**src/sv/bba_fifo.sv**
```systemverilog
`timescale 1ns / 1ps
module bba_fifo #(
  parameter type T = logic
) (
  input  logic clk_i,
  input  logic rst_ni,
  input  logic wr_i,
  input  T     data_i,
  output logic full_o,
  input  logic rd_i,
  output T     data_o,
  output logic empty_o
);

  T           mem_q [2];
  logic       wp_q, rp_q;
  logic [1:0] cnt_q;
  logic       do_wr, do_rd;

  assign full_o  = (cnt_q == 2'd2);
  assign empty_o = (cnt_q == 2'd0);
  assign do_wr   = wr_i && !full_o;
  assign do_rd   = rd_i && !empty_o;
  assign data_o  = mem_q[rp_q];

  always_ff @(posedge clk_i) begin
    if (do_wr) mem_q[wp_q] <= data_i;
  end

  always_ff @(posedge clk_i or negedge rst_ni) begin
    if (!rst_ni) begin
      wp_q  <= 1'b0;
      rp_q  <= 1'b0;
      cnt_q <= 2'd0;
    end else begin
      if (do_wr) wp_q <= !wp_q;
      if (do_rd) rp_q <= !rp_q;
      if (do_wr && !do_rd) cnt_q <= cnt_q + 2'd1;
      else if (do_rd && !do_wr) cnt_q <= cnt_q - 2'd1;
    end
  end

endmodule

```
**config.mk**
```make
export PLATFORM = sky130hd
export DESIGN_NAME = bba_fifo
export DESIGN_NICKNAME = d
export VERILOG_FILES = /design/src/sv/bba_fifo.sv
export SDC_FILE = /design/constraint.sdc
export NUM_CORES = 1
export LEC_CHECK = 0
export ABC_CLOCK_PERIOD_IN_PS = 2000
export BUFFER_PORTS_ARGS = -buffer_cell sky130_fd_sc_hd__buf_4
export CAP_MARGIN = 10
export CORE_AREA = 2 2 39 41
export CTS_BUF_LIST = sky130_fd_sc_hd__clkbuf_4
export DETAILED_ROUTE_END_ITERATION = 8
export DIE_AREA = 0 0 41 43
export MAX_ROUTING_LAYER = met4
export PLACE_DENSITY = 0.45
export SETUP_SLACK_MARGIN = 0.05
export SKIP_LAST_GASP = 1
export SYNTH_ARGS = -nofsm -noshare
export SYNTH_HDL_FRONTEND = slang
export SYNTH_SLANG_ARGS = --single-unit
```
**constraint.sdc**
```tcl
create_clock -name clk_i -period 2 [get_ports clk_i]
set_input_delay 0.3 -clock clk_i [delete_from_list [all_inputs] [get_ports clk_i]]
set_output_delay 0.3 -clock clk_i [all_outputs]
set_load 0.02 [all_outputs]
```
# Word-level counts from Yosys, hierarchy flattened

Memories as Yosys holds them, arrays and structs flattened.
Index checks and enable logic that the tools add are counted.

Reductions and logical operators: 12
Multiplexer cells: 4
$add $sub $neg: 2
Equality and inequality tests: 1

Operators by type and width:

| cell                  | count |
|---|---|
| $logic_not A1 Y1      | 6 |
| $logic_and A1 B1 Y1   | 4 |
| $mux W2               | 2 |
| $add A2 B1 Y2 const B | 1 |
| $eq A2 B2 Y1 const B  | 1 |
| $logic_not A2 Y1      | 1 |
| $mux W1               | 2 |
| $reduce_bool A2 Y1    | 1 |
| $sub A2 B1 Y2 const B | 1 |

Bits in writable memories: 2
Bits in registers: 4
Input port bits: 5
Output and inout bits: 3
Memories: 1

Memory list:

| name  | words | bits a word | read ports | clocked after Yosys merged registers in | write ports | line | text |
|---|---|---|---|---|---|---|---|
| mem_q | 2     | 1           | 1          | 0                                       | 1           | 15   | `T mem_q [2];` |

# Logic depth before layout (Yosys ltp)

Depth after elaboration: 7
Mapped depth: 7
Gate-level depth less buffers: 7

# Worst setup path before layout

No wires, ideal clock.

Path kind: register to register
Start: register cnt_q[0]
End: register cnt_q[1]
Setup slack: 621 ps
Stages on the path, launching flop included: 7
Clock period less this slack: 1379 ps
Arrival: 1300 ps
Cells stage by stage: dfrtp_1 -> nand2b_1 -> nand2_1 -> inv_1 -> ha_1 -> nor2_1 -> xor2_1

Longest elaborated chain between the ends: 6
Elaborated cells on any way between the ends: 15
Classes of those cells: 2 x add/sub; 1 x eq/ne; 2 x mux; 10 x reduce/logical

RTL lines:

| element                      | line | text |
|---|---|---|
| from (decl)                  | 17   | `logic [1:0] cnt_q;` |
| from (signal assigned)       | 38   | `if (do_wr && !do_rd) cnt_q <= cnt_q + 2'd1;` |
| from (signal assigned)       | 39   | `else if (do_rd && !do_wr) cnt_q <= cnt_q - 2'd1;` |
| $eq A2 B2 Y1 *               | 20   | `assign full_o = (cnt_q == 2'd2);` |
| $logic_not A1 Y1 *           | 22   | `assign do_wr = wr_i && !full_o;` |
| $logic_and A1 B1 Y1 *        | 22   |  |
| net do_wr                    | 18   | `logic do_wr, do_rd;` |
| $logic_not A1 Y1             | 39   |  |
| $logic_and A1 B1 Y1          | 39   |  |
| $reduce_bool A2 Y1 (no line) | n/a  |  |

The timed path passes the listed nets; every way through them passes the cells marked *. The select of a mux whose other input is x is not followed.
A chain may end at the register's enable or synchronous reset.

# Final worst setup path

Same ends and word-level chain as after synthesis.

==> impl_results.md <==
* Post-synth top area share at 0.374
* Least-Margin Pin Slew at 0.215 ns
* Hold worst-path end: mem_q[1]
* Sequential area share after synthesis at 0.598
* Core area at 0.00138 sq mm
* Bufs on Longest Clock Path at 2
* Post-synth EDFFs at 2
* Pwr Density at 1600 mW/mm^2
* Final RePlAce weighted congestion at 0.667
* DRT iter0 DRCs at 2
* Main synth FF type: dfrtp_1
* Unique masters post-synth at 12
* Avg Cell Area, Syn at 12.2 sq um
* Count leader, synth: dfrtp_1
* Min cycle time layout at 1.53 ns
* Post-CTS sizing at 0
* Clk root buf: clkbuf_4
* Layout cell share with drive strength beyond 1 at 0.333
* Async SR Flop Fraction at 0.667
* GRT Total Usage at 0.0664
* Area of the multi-input gates at 100 sq um
* Final period utilization at 0.765
* Critical Path Slowest Stage Cell: dfrtp_1
* Die Area at 0.00176 sq mm
* Top-level I/O count at 8
* Number of global-route vias before repair at 192
* Crit path cell chain: nand2b_1, nand2_1, inv_1, ha_1, xor2_1, nor2_1, xor2_1
* Post-DRT Antenna Nets at 0
* LEAKAGE at 0.178 nW
* Clk_lat worst skew at 0.24 ns
* Commonest cells post-synth: dfrtp_1, nor2_1, xnor2_1
* Area delta synth->final at 39.3%
* Area contributors post-synth: dfrtp_1, edfxtp_1, xnor2_1, xor2_1, ha_1
* Worst path required time at 2.15 ns
* Layout fillers at 153
* Initial antenna violation count at 0
* Nets at 41
* Worst Setup End Kind: flop
* Most used cell, CP: xor2_1
* Ys Warns at 0
* Hold Path Origin: data_i
* Synth area leader: dfrtp_1
* Clock slew at reported path FFs at 0.05 ns
* Hold Path Stages at 1
* Hold WS at 0.250 ns
* Starting Density at 0.193
* Crit start category: flop
* Max-cap violation count at 0
* ANT cells at 0
* Post-Synthesis Net Count at 28
* Remaining Overflow, GRT at 0
* Relative slew slack at 0.855
* Peak supply drop at 0.524 mV
* Final setup TNS at 0 ns
* Fin. Hold Viols at 0
* Seq cells post-synth at 6
* Status: finished clean
* Pin count of the biggest net entering global routing at 6
* RSZ-0062 raised after global routing: false
* Register area at 160 sq um
* Slowest stage delay, CP at 0.42 ns
* Final setup vio count at 0
* Critical path type: reg -> reg
* Clk sinks at 6
* Pins Over Slew Limit at 0
* FF-to-FF Start: cnt_q[0]
* Die span in x at 41 microns
* Die Ht at 43 microns
* Max Freq at 654 MHz
* HPWL after DPL at 393 microns
* Routed wire per std cell at 9.78 microns
* DRT Pass-1 Iters at 2
* First-pass GRT wire length at 765 microns
* CP arrival at 1.68 ns
* R2r setup slk at 0.47 ns
* DR vias/cell at 3.84
* Synthesized instance count at 22
* Worst Path Max Fanout at 5
* Hold-fix buffer count after cts at 1
* Row count at 14
* R2R Path End: cnt_q[1]
* R2R cell count at 7
* Routed WL at 479 microns
* Num CTS Buffers at 3
* Synthesized cell area at 268 sq um
* Hold Crit Class: in -> reg
* Inst Count DP at 45
* Post-CTS Setup Inserts at 0
* Via Count at 188
* CTS tree: done
* H-tree Lvls at 1
* PortBufs at 7
* # DRC at 0
* Clk_skew at 0.00587 ns
* Final std cells w/o fill at 49
[metal layers]
metal | track usage | up-vias | routed length (microns) | part of all wire
met2 | 0.0906 | 10 | 201 | 0.42
met5 | - | - | 0 | 0
li1 | - | 94 | - | -
met3 | 0.0209 | 0 | 56 | 0.12
met4 | 0.0400 | 0 | 0 | 0
met1 | 0.0825 | 84 | 221 | 0.46
[layout make-up]
cell class / instances / area share
clock buffers: 3 / 0.0604
inverters: 2 / 0.0201
multi-input cells: 14 / 0.268
flip-flops and latches: 6 / 0.430
well taps: 16 / 0.0537
repair buffers: 8 / 0.168
[per-stage QoR]
stage | setup WS, ns | power [mW] | area [sq um] | utilization
after global routing | 0.346 | 0.640 | 373 | 0.269
after CTS | 0.460 | 0.604 | 373 | 0.269
after global placement | 0.556 | 0.477 | 340 | 0.246
final | 0.470 | 0.595 | 373 | 0.269
after floorplan | 0.621 | 0.403 | 268 | -
after detailed placement | 0.479 | 0.489 | 340 | 0.246
[where the power goes]
group / internal, mW / switching (mW)
registers: 0.185 / 0.0460
logic: 0.129 / 0.129
clock network: 0.0676 / 0.0388
total: 0.381 / 0.214
[state kept, by name (all words and copies together) (netlist names)]
name / cells
mem_q: 2
cnt_q: 2
wp_q: 1
rp_q: 1
[logic make-up (layout without fill, tap and decap cells)]
group / count (synthesis) / after routing / synth area share
flip-flops: 6 / 6 / 0.598
AND/OR/NAND/NOR: 6 / 6 / 0.103
XOR/XNOR: 5 / 5 / 0.164
buffers and inverters: 2 / 13 / 0.0280
adder cells (fa/ha/maj): 1 / 1 / 0.0467
AO/OA/AOI/OAI: 1 / 1 / 0.0187
multiplexers: 1 / 1 / 0.0421
[worst max-delay path by stage]
| stage | endpoint | start | depth (start not counted) | slack, ns |
|---|---|---|---|---|
| 6_report | cnt_q[1] | cnt_q[0] | 7 | 0.47 |
| 5_1_grt | cnt_q[1] | cnt_q[0] | 7 | 0.35 |
| 4_1_cts | cnt_q[1] | cnt_q[0] | 7 | 0.46 |
| 3_5_place_dp | cnt_q[1] | cnt_q[0] | 7 | 0.48 |
| 3_3_place_gp | cnt_q[1] | cnt_q[0] | 7 | 0.56 |
| 2_1_floorplan | cnt_q[1] | cnt_q[0] | 6 | 0.62 |
[placed cells by master, fill, tap and decap left out]
master	instances
mux2_2	1
inv_1	2
and3_1	1
buf_4	7
clkbuf_4	3
xnor2_1	3
xor2_1	2
dlygate4sd3_1	1
o21ai_1	1
ha_1	1
nand2b_1	1
dfrtp_1	4
edfxtp_1	2
nor2_1	3
nand2_1	1
[worst max-delay path: cells and delay by family (launching register included)]
kind | cells | cell delay, ns
and+or+nand+nor | 3 | 0.45
adders and majority gates | 1 | 0.20
xor gates and xnor gates | 2 | 0.31
buffers and inverters | 1 | 0.05
DFF | 1 | 0.42
Note: power is estimated with default switching activity, not from simulation.
