--- src/sv/bba_pkg.sv ---
`timescale 1ns / 1ps
package bba_pkg;

  localparam int unsigned MAP_DEPTH_DEF = 32768;

  localparam logic [1:0] ACT_ALLOC = 2'd0;
  localparam logic [1:0] ACT_FREE  = 2'd1;
  localparam logic [1:0] ACT_QUERY = 2'd2;

  localparam logic CFG_BASE    = 1'b0;
  localparam logic CFG_MANAGED = 1'b1;

  localparam logic [15:0] MANAGED_RST = 16'd32768;

  typedef enum logic [1:0] {
    ST_OK      = 2'd0,
    ST_INVALID = 2'd1,
    ST_NOSPACE = 2'd2
  } status_e;

  typedef enum logic [1:0] {
    OP_ALLOC  = 2'd0,
    OP_FREE   = 2'd1,
    OP_QUERY  = 2'd2,
    OP_REJECT = 2'd3
  } op_e;

  typedef struct packed {
    logic [1:0]  action;
    logic [31:0] block_number;
    logic [15:0] run_count;
  } in_item_t;

  typedef struct packed {
    logic [1:0]  status;
    logic [31:0] first_block;
    logic [15:0] granted_count;
    logic        in_use;
    logic [15:0] free_remaining;
  } out_item_t;

  // classified request between front and back
  typedef struct packed {
    op_e         op;
    logic [15:0] off;
    logic [15:0] cnt;
  } cmd_t;

  function automatic logic [15:0] eff_calc(logic [15:0] managed, int unsigned depth);
    logic [15:0] r;
    if (32'(managed) < depth) r = managed;
    else r = 16'(depth);
    return r;
  endfunction

  function automatic logic [15:0] free_left(logic [15:0] eff, logic [15:0] used);
    logic [15:0] r;
    if (eff > used) r = eff - used;
    else r = '0;
    return r;
  endfunction

endpackage

--- src/sv/bba_fifo.sv ---
`timescale 1ns / 1ps
module bba_fifo #(
  parameter type T = logic
) (
  input  logic clk_i,
  input  logic rst_ni,
  input  logic wr_i,
  input  T     data_i,
  output logic full_o,
  input  logic rd_i,
  output T     data_o,
  output logic empty_o
);

  T           mem_q [2];
  logic       wp_q, rp_q;
  logic [1:0] cnt_q;
  logic       do_wr, do_rd;

  assign full_o  = (cnt_q == 2'd2);
  assign empty_o = (cnt_q == 2'd0);
  assign do_wr   = wr_i && !full_o;
  assign do_rd   = rd_i && !empty_o;
  assign data_o  = mem_q[rp_q];

  always_ff @(posedge clk_i) begin
    if (do_wr) mem_q[wp_q] <= data_i;
  end

  always_ff @(posedge clk_i or negedge rst_ni) begin
    if (!rst_ni) begin
      wp_q  <= 1'b0;
      rp_q  <= 1'b0;
      cnt_q <= 2'd0;
    end else begin
      if (do_wr) wp_q <= !wp_q;
      if (do_rd) rp_q <= !rp_q;
      if (do_wr && !do_rd) cnt_q <= cnt_q + 2'd1;
      else if (do_rd && !do_wr) cnt_q <= cnt_q - 2'd1;
    end
  end

endmodule

--- src/sv/bba_front.sv ---
`timescale 1ns / 1ps
module bba_front (
  input  logic              clk_i,
  input  logic              rst_ni,
  input  logic              push_i,
  input  bba_pkg::in_item_t item_i,
  output logic              full_o,
  input  logic [31:0]       base_i,
  input  logic [15:0]       eff_i,
  input  logic              cmd_pop_i,
  output bba_pkg::cmd_t     cmd_o,
  output logic              cmd_empty_o
);
  import bba_pkg::*;

  cmd_t        cmd;
  logic        ge_base;
  logic [33:0] run_end, lim;
  logic        free_ok, query_ok;

  // range checks are 34 bits wide so nothing wraps
  assign ge_base  = item_i.block_number >= base_i;
  assign run_end  = 34'(item_i.block_number) + 34'(item_i.run_count);
  assign lim      = 34'(base_i) + 34'(eff_i);
  assign free_ok  = (item_i.run_count != '0) && ge_base && (run_end <= lim);
  assign query_ok = ge_base && (34'(item_i.block_number) < lim);

  always_comb begin
    cmd.off = 16'(item_i.block_number - base_i);
    cmd.cnt = item_i.run_count;
    cmd.op  = OP_REJECT;
    unique case (item_i.action)
      ACT_ALLOC: if (item_i.run_count != '0) cmd.op = OP_ALLOC;
      ACT_FREE:  if (free_ok) cmd.op = OP_FREE;
      ACT_QUERY: if (query_ok) cmd.op = OP_QUERY;
      default:   cmd.op = OP_REJECT;
    endcase
  end

  bba_fifo #(.T(cmd_t)) u_cmd_fifo (
    .clk_i   (clk_i),
    .rst_ni  (rst_ni),
    .wr_i    (push_i),
    .data_i  (cmd),
    .full_o  (full_o),
    .rd_i    (cmd_pop_i),
    .data_o  (cmd_o),
    .empty_o (cmd_empty_o)
  );

endmodule

--- config.mk ---
export PLATFORM = sky130hd
export DESIGN_NAME = bba_front
export DESIGN_NICKNAME = d
export VERILOG_FILES = /design/src/sv/bba_pkg.sv /design/src/sv/bba_fifo.sv /design/src/sv/bba_front.sv
export SDC_FILE = /design/constraint.sdc
export NUM_CORES = 1
export LEC_CHECK = 0
export BUFFER_PORTS_ARGS = -buffer_cell sky130_fd_sc_hd__buf_2
export CORE_AREA = 2 2 145 147
export DETAILED_ROUTE_END_ITERATION = 16
export DIE_AREA = 0 0 147 149
export HOLD_SLACK_MARGIN = 0.05
export REMOVE_ABC_BUFFERS = 1
export SLEW_MARGIN = 0
export SYNTH_ARGS = -nofsm -noshare
export SYNTH_HDL_FRONTEND = slang
export SYNTH_SLANG_ARGS = --single-unit
--- constraint.sdc ---
create_clock -name clk_i -period 2.5 [get_ports clk_i]
set_input_delay 0.5 -clock clk_i [delete_from_list [all_inputs] [get_ports clk_i]]
set_output_delay 0.5 -clock clk_i [all_outputs]
set_load 0.02 [all_outputs]
Word level (Yosys, flattened, before mapping)
Memories as Yosys holds them, arrays and structs flattened.
Cells that the tools add are included.
{"block": "totals", "register_bits": 4, "ramBits": 68, "inputBits": 102, "output_inout_bits": 36, "wordCells": 40, "mem_count": 1}
{"block": "classes", "n_addsub": 5, "n_lt_le_gt_ge": 3, "n_eq_ne": 3, "muxes": 8, "reduce_logical": 17}
{"name": "u_cmd_fifo.mem_q", "words": 2, "width": 34, "rd": 1, "rd_ports_with_merged_regs": 0, "wr": 1, "line": "bba_fifo.sv:15", "rtl": "T mem_q [2];"}
{"operator": "$add A32 B16 Y33", "n": 2}
{"operator": "$le A33 B33 Y1", "n": 1}
{"operator": "$lt A32 B33 Y1", "n": 1}
{"operator": "$ge A32 B32 Y1", "n": 1}
{"operator": "$reduce_bool A16 Y1", "n": 1}
{"operator": "$sub A16 B16 Y16", "n": 1}
{"operator": "$mux W2", "n": 4}
{"operator": "$logic_and A1 B1 Y1", "n": 7}
{"operator": "$logic_not A1 Y1", "n": 6}
{"operator": "$pmux W2 S3", "n": 1}
{"operator": "$eq A2 B2 Y1 const B", "n": 2}
{"operator": "$logic_not A2 Y1", "n": 2}
{"operator": "$mux W1", "n": 3}
{"operator": "$add A2 B1 Y2 const B", "n": 1}
{"operator": "$eq A2 B1 Y1 const B", "n": 1}
{"operator": "$reduce_bool A2 Y1", "n": 1}
{"operator": "$sub A2 B1 Y2 const B", "n": 1}

Longest topological paths before layout
Gate-level depths: netlist (run 1).
{"block": "logic_depth", "word_depth": 7, "depth_mapped": 21, "ltp_nobuf": 21}

Modules after synthesis
A second synthesis (run 1) with hierarchy kept.
{"block": "unflattened", "cells_unflattened": 797, "hier_area_um2": 7697.4}
{"mod": "bba_front", "instances": 1, "cells_each": 672, "area_per_inst_um2": 4895.9, "seq_area_each_um2": 0.0}
{"mod": "bba_fifo", "instances": 1, "cells_each": 125, "area_per_inst_um2": 2801.4, "seq_area_each_um2": 2142.1}

Worst setup path after synthesis (run 1)
OpenSTA, ideal clock, no wires.
{"block": "synth_timing", "kind": "input to register", "from": "input item_i[0] in the netlist's numbering", "to": "memory u_cmd_fifo.mem_q[0][33] in the netlist's numbering, data pin", "setup_time_ns": 0.285, "t_arrival_ns": 4.157, "required_time_ns": 2.215, "slack_ns": -1.942, "path_stages": 21, "n_path_buf": 0, "path_cell_list": "ha_1 > inv_1 > fa_1 > nand2b_1 > a21oi_1 > o22a_1 > a31oi_2 > o21ai_0 > nand2_1 > nor2_1 > xor2_1 > ha_1 > a21o_1 > a21o_1 > a21o_1 > a21o_1 > a21o_1 > a21oi_1 > o221ai_1 > o311ai_1 > o311ai_2"}
{"item": "start, declared", "line": "bba_front.sv:6", "rtl": "input bba_pkg::in_item_t item_i,"}
{"item": "end, declared", "line": "bba_fifo.sv:15"}

==> flow_metrics.tcl, run 1 <==
set metrics [dict create \
    status "finished with violations" \
    violations "negative setup slack" \
    drt_iter0_markers 322 \
    ys_warn_count 0 \
    use_met2_pct 32.2 \
    fin_crit_ps 4090 \
    antenna_found_initial 1 \
    crit_arrival_ps 4230 \
    clock-sinks 72 \
    rsz0062_at_grt "true" \
    layout.nets 1381 \
    die_y_um 149 \
    worstPathCellList "buf_6 -> ha_4 -> a2111oi_4 -> o31ai_4 -> a2111o_1 -> and2_4 -> a211oi_2 -> xor2_1 -> ha_1 -> and3_4 -> nand3_4 -> nor2_4 -> nand4_1 -> o21ai_2 -> maj3_2 -> maj3_2 -> o311ai_4" \
    period_share_pct 163 \
    place_ws_ps -2350 \
    ys.flop_type "edfxtp_1" \
    grtUsageMet3_pct 2.11 \
    firstDrtPassIters 4 \
    finalSetupViolCount 4 \
    maxSlewViolCount 0 \
    worst_path_most_repeated_cell "maj3_2" \
    synth_top_area_share_pct 28.2 \
    maxSlewHeadroom_pct 64.2 \
    root_buffer "clkbuf_16" \
    syn_to_final_growth_pct 53.2 \
    io_pins 138 \
    yosys-top-cells-area "edfxtp_1 28%, ha_1 22%, xnor2_1 6.8%" \
    whs_ps 477 \
    antenna_left 0 \
    dieArea_um2 21900 \
    wl_um 21500 \
    power.density_nw_per_um2 611 \
    critPathKind "in2reg" \
    gr-total-overflow 0 \
    ys_ff_latch 72 \
    tightestPinTransition_ps 523 \
    dr_total_vias 6910 \
    grt_pass1_vias 6858 \
    synthTopCellsByCount "125 x ha_1, 68 x edfxtp_1, 61 x inv_1" \
    cp.required_ps 2650 \
    synth_edf_count 68 \
    regToRegSetupSlack_ps 910 \
    initial_utilization_pct 35.2 \
    cap_viol_max_count 0 \
    numPortBuffers 137 \
    vdd_drop_max_mv 0.456 \
    drt-wirelength-per-cell_um 15.0 \
    drive_gt1_share_pct 45.7 \
    crit_path_end_kind "flop" \
    yosysTopAreaCell "edfxtp_1" \
    crit_buf_inv 1 \
    start_kind "primary input" \
    fmax_ghz 0.245 \
    grt_pass1_wl_um 34000 \
    cts.path.max_buffers 2 \
    cp_max_fo 3 \
    finalPower_mw 6.78 \
    synth.avg_cell_area_um2 9.77 \
    tns_ps -6150 \
    design_area_um2 11100 \
    synthCells 741 \
    finalHoldViolCount 0 \
    yosysUniqueCellTypes 59 \
    dp.cells 1394 \
    top_usage_layer "met2" \
    crit_start "eff_i[4]" \
    r2r_start "u_cmd_fifo.cnt_q[0]$_DFFE_PN0P_" \
    setup_ws_ps -1590 \
    viasPerCell 4.83 \
    gp_congestion 0.897 \
    postPlaceCellArea_um2 10100 \
    cts_buffers 9 \
    path_clk_slew_ps 60 \
    hold_depth 1 \
    hpwl_um 17600 \
    cts_max_level 3 \
    async_flop_share_pct 5.56 \
    crit_path_max_incr_delay_ps 450 \
    skew_ps 4.10 \
    grt.total_usage_pct 19.5 \
    crit_cells 17 \
    synth_area_um2 7240 \
    fin_cells 1432 \
    clock_latency_ps 320 \
    seq_area_frac_synth_pct 29.6 \
    cellLeakagePower_nw 5.25 \
    cpLargestDelayFamily "compound AO/OA/AOI/OAI gates" \
    drc 0 \
    worstReg2RegEnd "u_cmd_fifo.mem_q[0][19]$_DFFE_PP_" \
    hp-class "in2reg" \
    grt_start_max_net_pins 36 \
    crit_end "u_cmd_fifo.mem_q[0][33]$_DFFE_PP_" \
    min_from "item_i[11]" \
    row_count 53 \
    synth.most_common_cell "ha_1" \
    fin_util_pct 54.0 \
    slowest_stage "a2111o_1" \
    fp.dieW_um 147 \
    core_um2 20600 \
    reg2regPathDepth 4 \
    met1_usage_pct 27.8 \
    n_fill_cell 1868 \
    cts_tree "built" \
]
[layer usage]
layer | up-vias | wire [µm]
li1 | 3594 | -
met1 | 3169 | 10700
met2 | 128 | 9830
met3 | 19 | 635
met4 | 0 | 313
met5 | - | 0
[layout make-up]
cell class                 instances  area (µm²)  share of cell area, %
multi-input combinational        602        5270                   47.5
timing repair buffer             405        2740                   24.7
sequential                        72        2140                   19.3
tap                              275         344                   3.10
inverter                          61         229                   2.06
clock buffer                       9         225                   2.03
clock inverter                     7         143                   1.29
antenna                            1        2.50                 0.0226
[logic make-up after synthesis]
group                    Yosys count  share of synthesized area [%]
AND/OR/NAND/NOR                  185                           12.9
AO/OA/AOI/OAI                    176                           16.6
adder cells (fa/ha/maj)          132                           23.1
XOR/XNOR                          75                           9.07
flip-flops                        72                           29.6
buffers and inverters             67                           3.47
multiplexers                      34                           5.29
[layout by cell type (no fill, tap or decap), drive strengths merged, types with 4 or more instances in the layout]
cell type | Yosys | routed
o21bai | 6 | 6
mux2 | 34 | 34
nor2b | 10 | 10
nand4 | 17 | 17
nor4 | 7 | 7
nand2b | 8 | 8
o211ai | 8 | 8
nand3 | 19 | 19
maj3 | 4 | 4
o21a | 7 | 7
or2 | 4 | 4
xnor2 | 56 | 56
xor2 | 19 | 19
bufinv | 0 | 4
nand2 | 39 | 39
and4 | 5 | 5
o21ai | 31 | 31
and3 | 13 | 13
dfrtp | 4 | 4
a21o | 26 | 26
a31oi | 7 | 7
a211oi | 6 | 6
or3 | 5 | 5
edfxtp | 68 | 68
nor3 | 11 | 11
inv | 61 | 62
a21oi | 55 | 55
nor2 | 41 | 41
ha | 125 | 125
buf | 3 | 404
and2 | 4 | 4
clkbuf | 3 | 9
[worst reg2reg max path: stages, from the launching register on]
cell and delay, ps:
dfrtp_1 410, nand2b_1 180, nand2_1 130, nor2_2 100, buf_4 400
[power by group]
part / internal [mW] / switching [mW]
logic: 1.63 / 1.83
clock network: 1.08 / 0.471
registers: 1.70 / 0.0827
total: 4.40 / 2.38
[timing repair]
action | CTS | global route
resized for setup | 63 | 34
hold endpoints to repair | 4 | 0
pin swaps | 46 | 41
setup buffers | 14 | 7
setup endpoints to repair | 16 | 16
hold buffers | 1 | 0
[sequential cells by signal, indices dropped and copies added, names as in the netlist]
signal / count
u_cmd_fifo.wp_q: 1
u_cmd_fifo.rp_q: 1
u_cmd_fifo.mem_q: 68
u_cmd_fifo.cnt_q: 2
[worst min-delay path by stage]
stage | end
after global placement | u_cmd_fifo.cnt_q[1]$_DFFE_PN0P_
after global routing | u_cmd_fifo.mem_q[1][11]$_DFFE_PP_
final | u_cmd_fifo.mem_q[1][11]$_DFFE_PP_
after detailed placement | u_cmd_fifo.rp_q$_DFFE_PN0P_
after CTS | u_cmd_fifo.mem_q[0][11]$_DFFE_PP_
after floorplan | u_cmd_fifo.cnt_q[0]$_DFFE_PN0P_
(Power assumes the default switching activity.)
==> inputs of run 2 (changes only) <==
clock period = 3.9 ns   (was 2.5 ns; I/O delays follow)
==> flow_metrics.tcl, run 2 (synthesized netlist as in run 1, its figures left out) <==
set metrics [dict create \
    maxSlewHeadroom_pct 59.1 \
    crit_path_end_kind "flop" \
    cpLargestDelayFamily "compound AO/OA/AOI/OAI gates" \
    whs_ps 249 \
    layout.nets 1301 \
    rsz0062_at_grt "true" \
    start_kind "primary input" \
    finalSetupViolCount 4 \
    grt.total_usage_pct 18.9 \
    root_buffer "clkbuf_16" \
    antenna_left 0 \
    regToRegSetupSlack_ps 2300 \
    fin_crit_ps 4310 \
    pwr-share-clk_pct 22.0 \
    hp-class "in2async" \
    tns_ps -1520 \
    seqPwrFrac_pct 27.6 \
    crit_path_max_incr_delay_ps 450 \
    reg2regPathDepth 4 \
    p_sw_mw 1.47 \
    gp_congestion 0.900 \
    gr-total-overflow 0 \
    cp.required_ps 3950 \
    core_um2 20600 \
    violations "negative setup slack" \
    worst_path_most_repeated_cell "a21o_1" \
    cellLeakagePower_nw 4.81 \
    antenna_found_initial 1 \
    clock-sinks 72 \
    numPortBuffers 137 \
    setup_ws_ps -411 \
    worstPathCellList "buf_6 -> ha_4 -> a2111oi_4 -> o31ai_2 -> a2111o_1 -> a311oi_4 -> nor3_4 -> nand2_1 -> xnor2_1 -> ha_2 -> a21o_1 -> a21o_1 -> a21o_1 -> a21o_1 -> a21o_1 -> a21oi_2 -> o221ai_2 -> o311ai_4 -> o311ai_4" \
    critPathKind "in2reg" \
    path_clk_slew_ps 60 \
    tightestPinTransition_ps 597 \
    period_share_pct 111 \
    initial_utilization_pct 35.2 \
    clock_latency_ps 330 \
    drt_iter0_markers 300 \
    maxSlewViolCount 0 \
    fp.dieW_um 147 \
    crit_cells 19 \
    combPwrFrac_pct 50.4 \
    cts_max_level 3 \
    largest_reg_flops 68 \
    finalHoldViolCount 0 \
    grt_pass1_wl_um 32900 \
    r2r_start "u_cmd_fifo.cnt_q[0]$_DFFE_PN0P_" \
    cap_viol_max_count 0 \
    p_sw_share_pct 35.7 \
    power.density_nw_per_um2 398 \
    cts_buffers 9 \
    crit_buf_inv 1 \
    p_int_mw 2.65 \
    row_count 53 \
    dieArea_um2 21900 \
    io_pins 138 \
    regMostFlops "u_cmd_fifo.mem_q" \
    drt-wirelength-per-cell_um 15.4 \
    viasPerCell 4.95 \
    slowest_stage "a2111o_1" \
    cts_hold_buffers 0 \
    cp_max_fo 5 \
    cts.path.max_buffers 2 \
    firstDrtPassIters 4 \
    crit_arrival_ps 4360 \
    grt_start_max_net_pins 36 \
    fmax_ghz 0.232 \
    layout_common_cells "192 x buf_4, 130 x buf_2, 115 x ha_1" \
    dr_total_vias 6686 \
    drc 0 \
    drive_gt1_share_pct 40.2 \
    worstReg2RegEnd "u_cmd_fifo.mem_q[0][4]$_DFFE_PP_" \
    grt_pass1_vias 6621 \
    skew_ps 3.41 \
    status "finished with violations" \
    vdd_drop_max_mv 0.235 \
    final_common_cell "buf_4" \
    die_y_um 149 \
    wl_um 20900 \
    syn_to_final_growth_pct 42.9 \
    layout_top_registers "u_cmd_fifo.mem_q: 68 flops, u_cmd_fifo.cnt_q: 2 flops" \
    hpwl_um 17100 \
    cts_tree "built" \
]
-- run 2: per-stage QoR --
step | instances | setup slack, ps | power (mW) | cell area [µm²] | utilization [%]
3_5_place_dp | 1320 | -1310 | 3.14 | 9550 | 46.4
6_report | 1352 | -411 | 4.12 | 10300 | 50.3
5_1_grt | 1352 | -597 | 4.38 | 10300 | 50.3
4_1_cts | 1343 | -480 | 4.12 | 10200 | 49.5
3_3_place_gp | 1320 | -1190 | 3.12 | 9550 | 46.4
2_1_floorplan | 735 | -822 | 2.38 | 7220 | -
-- run 2: power by group through the flow --
stage          Sequential [mW]  Combinational (mW)  Clock [mW]
6_report                  1.14                2.08       0.905
5_1_grt                   1.16                2.28       0.952
4_1_cts                   1.14                2.06       0.921
3_5_place_dp              1.15                1.99           0
3_3_place_gp              1.14                1.98           0
2_1_floorplan             1.19                1.19           0
-- run 2: worst max-delay path by stage --
stage | slack, ps | from | endpoint
6_report | -410 | eff_i[4] | u_cmd_fifo.mem_q[1][33]$_DFFE_PP_
5_1_grt | -600 | eff_i[4] | u_cmd_fifo.mem_q[1][33]$_DFFE_PP_
3_5_place_dp | -1310 | base_i[4] | u_cmd_fifo.mem_q[1][33]$_DFFE_PP_
2_1_floorplan | -820 | item_i[0] | u_cmd_fifo.mem_q[0][33]$_DFFE_PP_
4_1_cts | -480 | eff_i[4] | u_cmd_fifo.mem_q[1][33]$_DFFE_PP_
3_3_place_gp | -1190 | base_i[4] | u_cmd_fifo.mem_q[0][33]$_DFFE_PP_
-- run 2: timing repair --
item	in CTS	in global routing
gates resized for setup	51	22
setup endpoints to repair	4	4
pin swaps	48	40
buffers inserted	15	8
-- run 2: routing by layer --
metal / vias up / GRT usage [%] / wire (µm)
li1: 3433 / - / -
met1: 3103 / 26.5 / 10300
met2: 129 / 31.2 / 9610
met3: 21 / 2.05 / 690
met4: 0 / 5.10 / 328
met5: - / 0 / 0
-- run 2: area by class of cell --
type / instances / area [µm²]
fill: 1935 / 10200
timing repair buffer: 325 / 2130
multi-input combinational: 602 / 5170
tap: 275 / 344
clock inverter: 7 / 110
clock buffer: 9 / 225
antenna: 1 / 2.50
inverter: 61 / 229
sequential: 72 / 2140
==> inputs of run 3 (changes only) <==
CELL_PAD_IN_SITES_DETAIL_PLACEMENT = 1   (was default)
CELL_PAD_IN_SITES_GLOBAL_PLACEMENT = 2   (was default)
PLACE_DENSITY_LB_ADDON = 0.1   (was default)
==> flow_metrics.tcl, run 3 (synthesized netlist as in run 1, its figures left out) <==
set metrics [dict create \
    layout_common_cells "185 x buf_4, 135 x buf_2, 120 x ha_1" \
    hpwl_um 20700 \
    hp-class "in2async" \
    path_clk_slew_ps 50 \
    finalPower_mw 3.97 \
    maxSlewHeadroom_pct 59.0 \
    regMostFlops "u_cmd_fifo.mem_q" \
    cp_max_fo 6 \
    dr_total_vias 6855 \
    start_kind "primary input" \
    multi_input_area_um2 5160 \
    period_share_pct 116 \
    n_fill_cell 2421 \
    crit_start "item_i[4]" \
    diodes 0 \
    grt_pass1_wl_um 37900 \
    power.density_nw_per_um2 388 \
    cts_max_level 3 \
    crit_path_end_kind "flop" \
    cap_viol_max_count 0 \
    reg2regPathDepth 4 \
    maxSlewViolCount 0 \
    antenna_found_initial 0 \
    root_buffer "clkbuf_16" \
    fin_cells 1349 \
    drive_gt1_share_pct 40.5 \
    core_um2 20600 \
    tightestPinTransition_ps 599 \
    violations "negative setup slack" \
    worstReg2RegEnd "u_cmd_fifo.mem_q[0][32]$_DFFE_PP_" \
    grt_start_max_net_pins 36 \
    gr-total-overflow 0 \
    clock_latency_ps 330 \
    skew_ps 6.14 \
    rsz0062_at_grt "true" \
    r2r_start "u_cmd_fifo.cnt_q[0]$_DFFE_PN0P_" \
    io_pins 138 \
    status "finished with violations" \
    antenna_left 0 \
    drt-wirelength-per-cell_um 17.7 \
    cts_tree "built" \
    clock-sinks 72 \
    tns_ps -2000 \
    cp.required_ps 4050 \
    regToRegSetupSlack_ps 2300 \
    cellLeakagePower_nw 4.79 \
    gp_congestion 0.879 \
    fin_crit_ps 4520 \
    layout_top_registers "u_cmd_fifo.mem_q: 68 flops, u_cmd_fifo.cnt_q: 2 flops" \
    regArea_um2 2140 \
    fp.dieW_um 147 \
    drt_iter0_markers 198 \
    firstDrtPassIters 4 \
    vdd_drop_max_mv 0.244 \
    finalHoldViolCount 0 \
    critPathKind "in2reg" \
    grt.total_usage_pct 22.1 \
    layout.nets 1299 \
    viasPerCell 5.08 \
    syn_to_final_growth_pct 41.5 \
    row_count 53 \
    cts.path.max_buffers 2 \
    final_common_cell "buf_4" \
    numPortBuffers 137 \
    crit_end "u_cmd_fifo.mem_q[1][33]$_DFFE_PP_" \
    dieArea_um2 21900 \
    dp.cells 1327 \
    largest_reg_flops 68 \
    initial_utilization_pct 35.2 \
    cts_buffers 9 \
    setup_ws_ps -618 \
    crit_arrival_ps 4670 \
    grt_pass1_vias 7238 \
    finalSetupViolCount 4 \
    drc 0 \
    die_y_um 149 \
    wl_um 23900 \
    fmax_ghz 0.221 \
]
## run 3: per-stage QoR
stage	area (µm²)	hold WS (ps)	utilization, %	setup slack [ps]
after floorplan	7220	461	-	-822
after global placement	9600	496	46.7	-1240
after detailed placement	9600	510	46.7	-1370
after CTS	10200	235	49.4	-607
after global routing	10200	237	49.8	-733
final	10200	247	49.8	-618
## run 3: what timing repair did
action                                  CTS  global route
hold buffers                              0             0
gates resized for setup                  53            17
hold endpoints to repair                  0             0
endpoints found under the setup margin    4             4
buffers inserted                          2             4
pin swaps                                31            28
## run 3: worst min-delay path by stage
stage	start	end	slack, ps	cells past startpoint
after detailed placement	u_cmd_fifo.wp_q$_DFFE_PN0P_	u_cmd_fifo.wp_q$_DFFE_PN0P_	510	1
final	rst_ni	u_cmd_fifo.wp_q$_DFFE_PN0P_	250	1
after global placement	u_cmd_fifo.wp_q$_DFFE_PN0P_	u_cmd_fifo.wp_q$_DFFE_PN0P_	500	1
after floorplan	u_cmd_fifo.wp_q$_DFFE_PN0P_	u_cmd_fifo.wp_q$_DFFE_PN0P_	460	1
after CTS	rst_ni	u_cmd_fifo.wp_q$_DFFE_PN0P_	230	1
after global routing	rst_ni	u_cmd_fifo.wp_q$_DFFE_PN0P_	240	1
## run 3: report_power, final
| part | switching (mW) | leakage (nW) | internal (mW) |
|---|---|---|---|
| combinational | 1.17 | 4.00 | 0.949 |
| clock | 0.292 | 0.122 | 0.425 |
| sequential | 0.0552 | 0.676 | 1.09 |
## run 3: final cells by class
class | instances | area share [%]
Multi-Input combinational cell | 602 | 50.4
Clock inverter | 6 | 0.354
Sequential cell | 72 | 20.9
Inverter | 61 | 2.24
Tap cell | 275 | 3.36
Clock buffer | 10 | 2.24
Timing Repair Buffer | 323 | 20.5
## run 3: worst max-delay path: stages
cell and delay [ps]:
buf_2 120, ha_1 220, or3_1 410, or3_1 350, o211ai_1 300, nand3b_1 150
a21o_2 330, nand2_1 110, xnor2_1 70, ha_1 360, nand3_4 100, nor2_4 170
buf_6 110, a221o_1 140, o21ai_2 60, maj3_2 320, maj3_2 340, o311ai_4 220
## run 3: metal layers
metal  track usage (%)  vias up  routed length [µm]
met1              32.9     3272               12400
li1                  -     3422                   -
met4              5.24        0                 379
met3              2.42       25                 786
met2              34.5      136               10300
met5                 0        -                   0
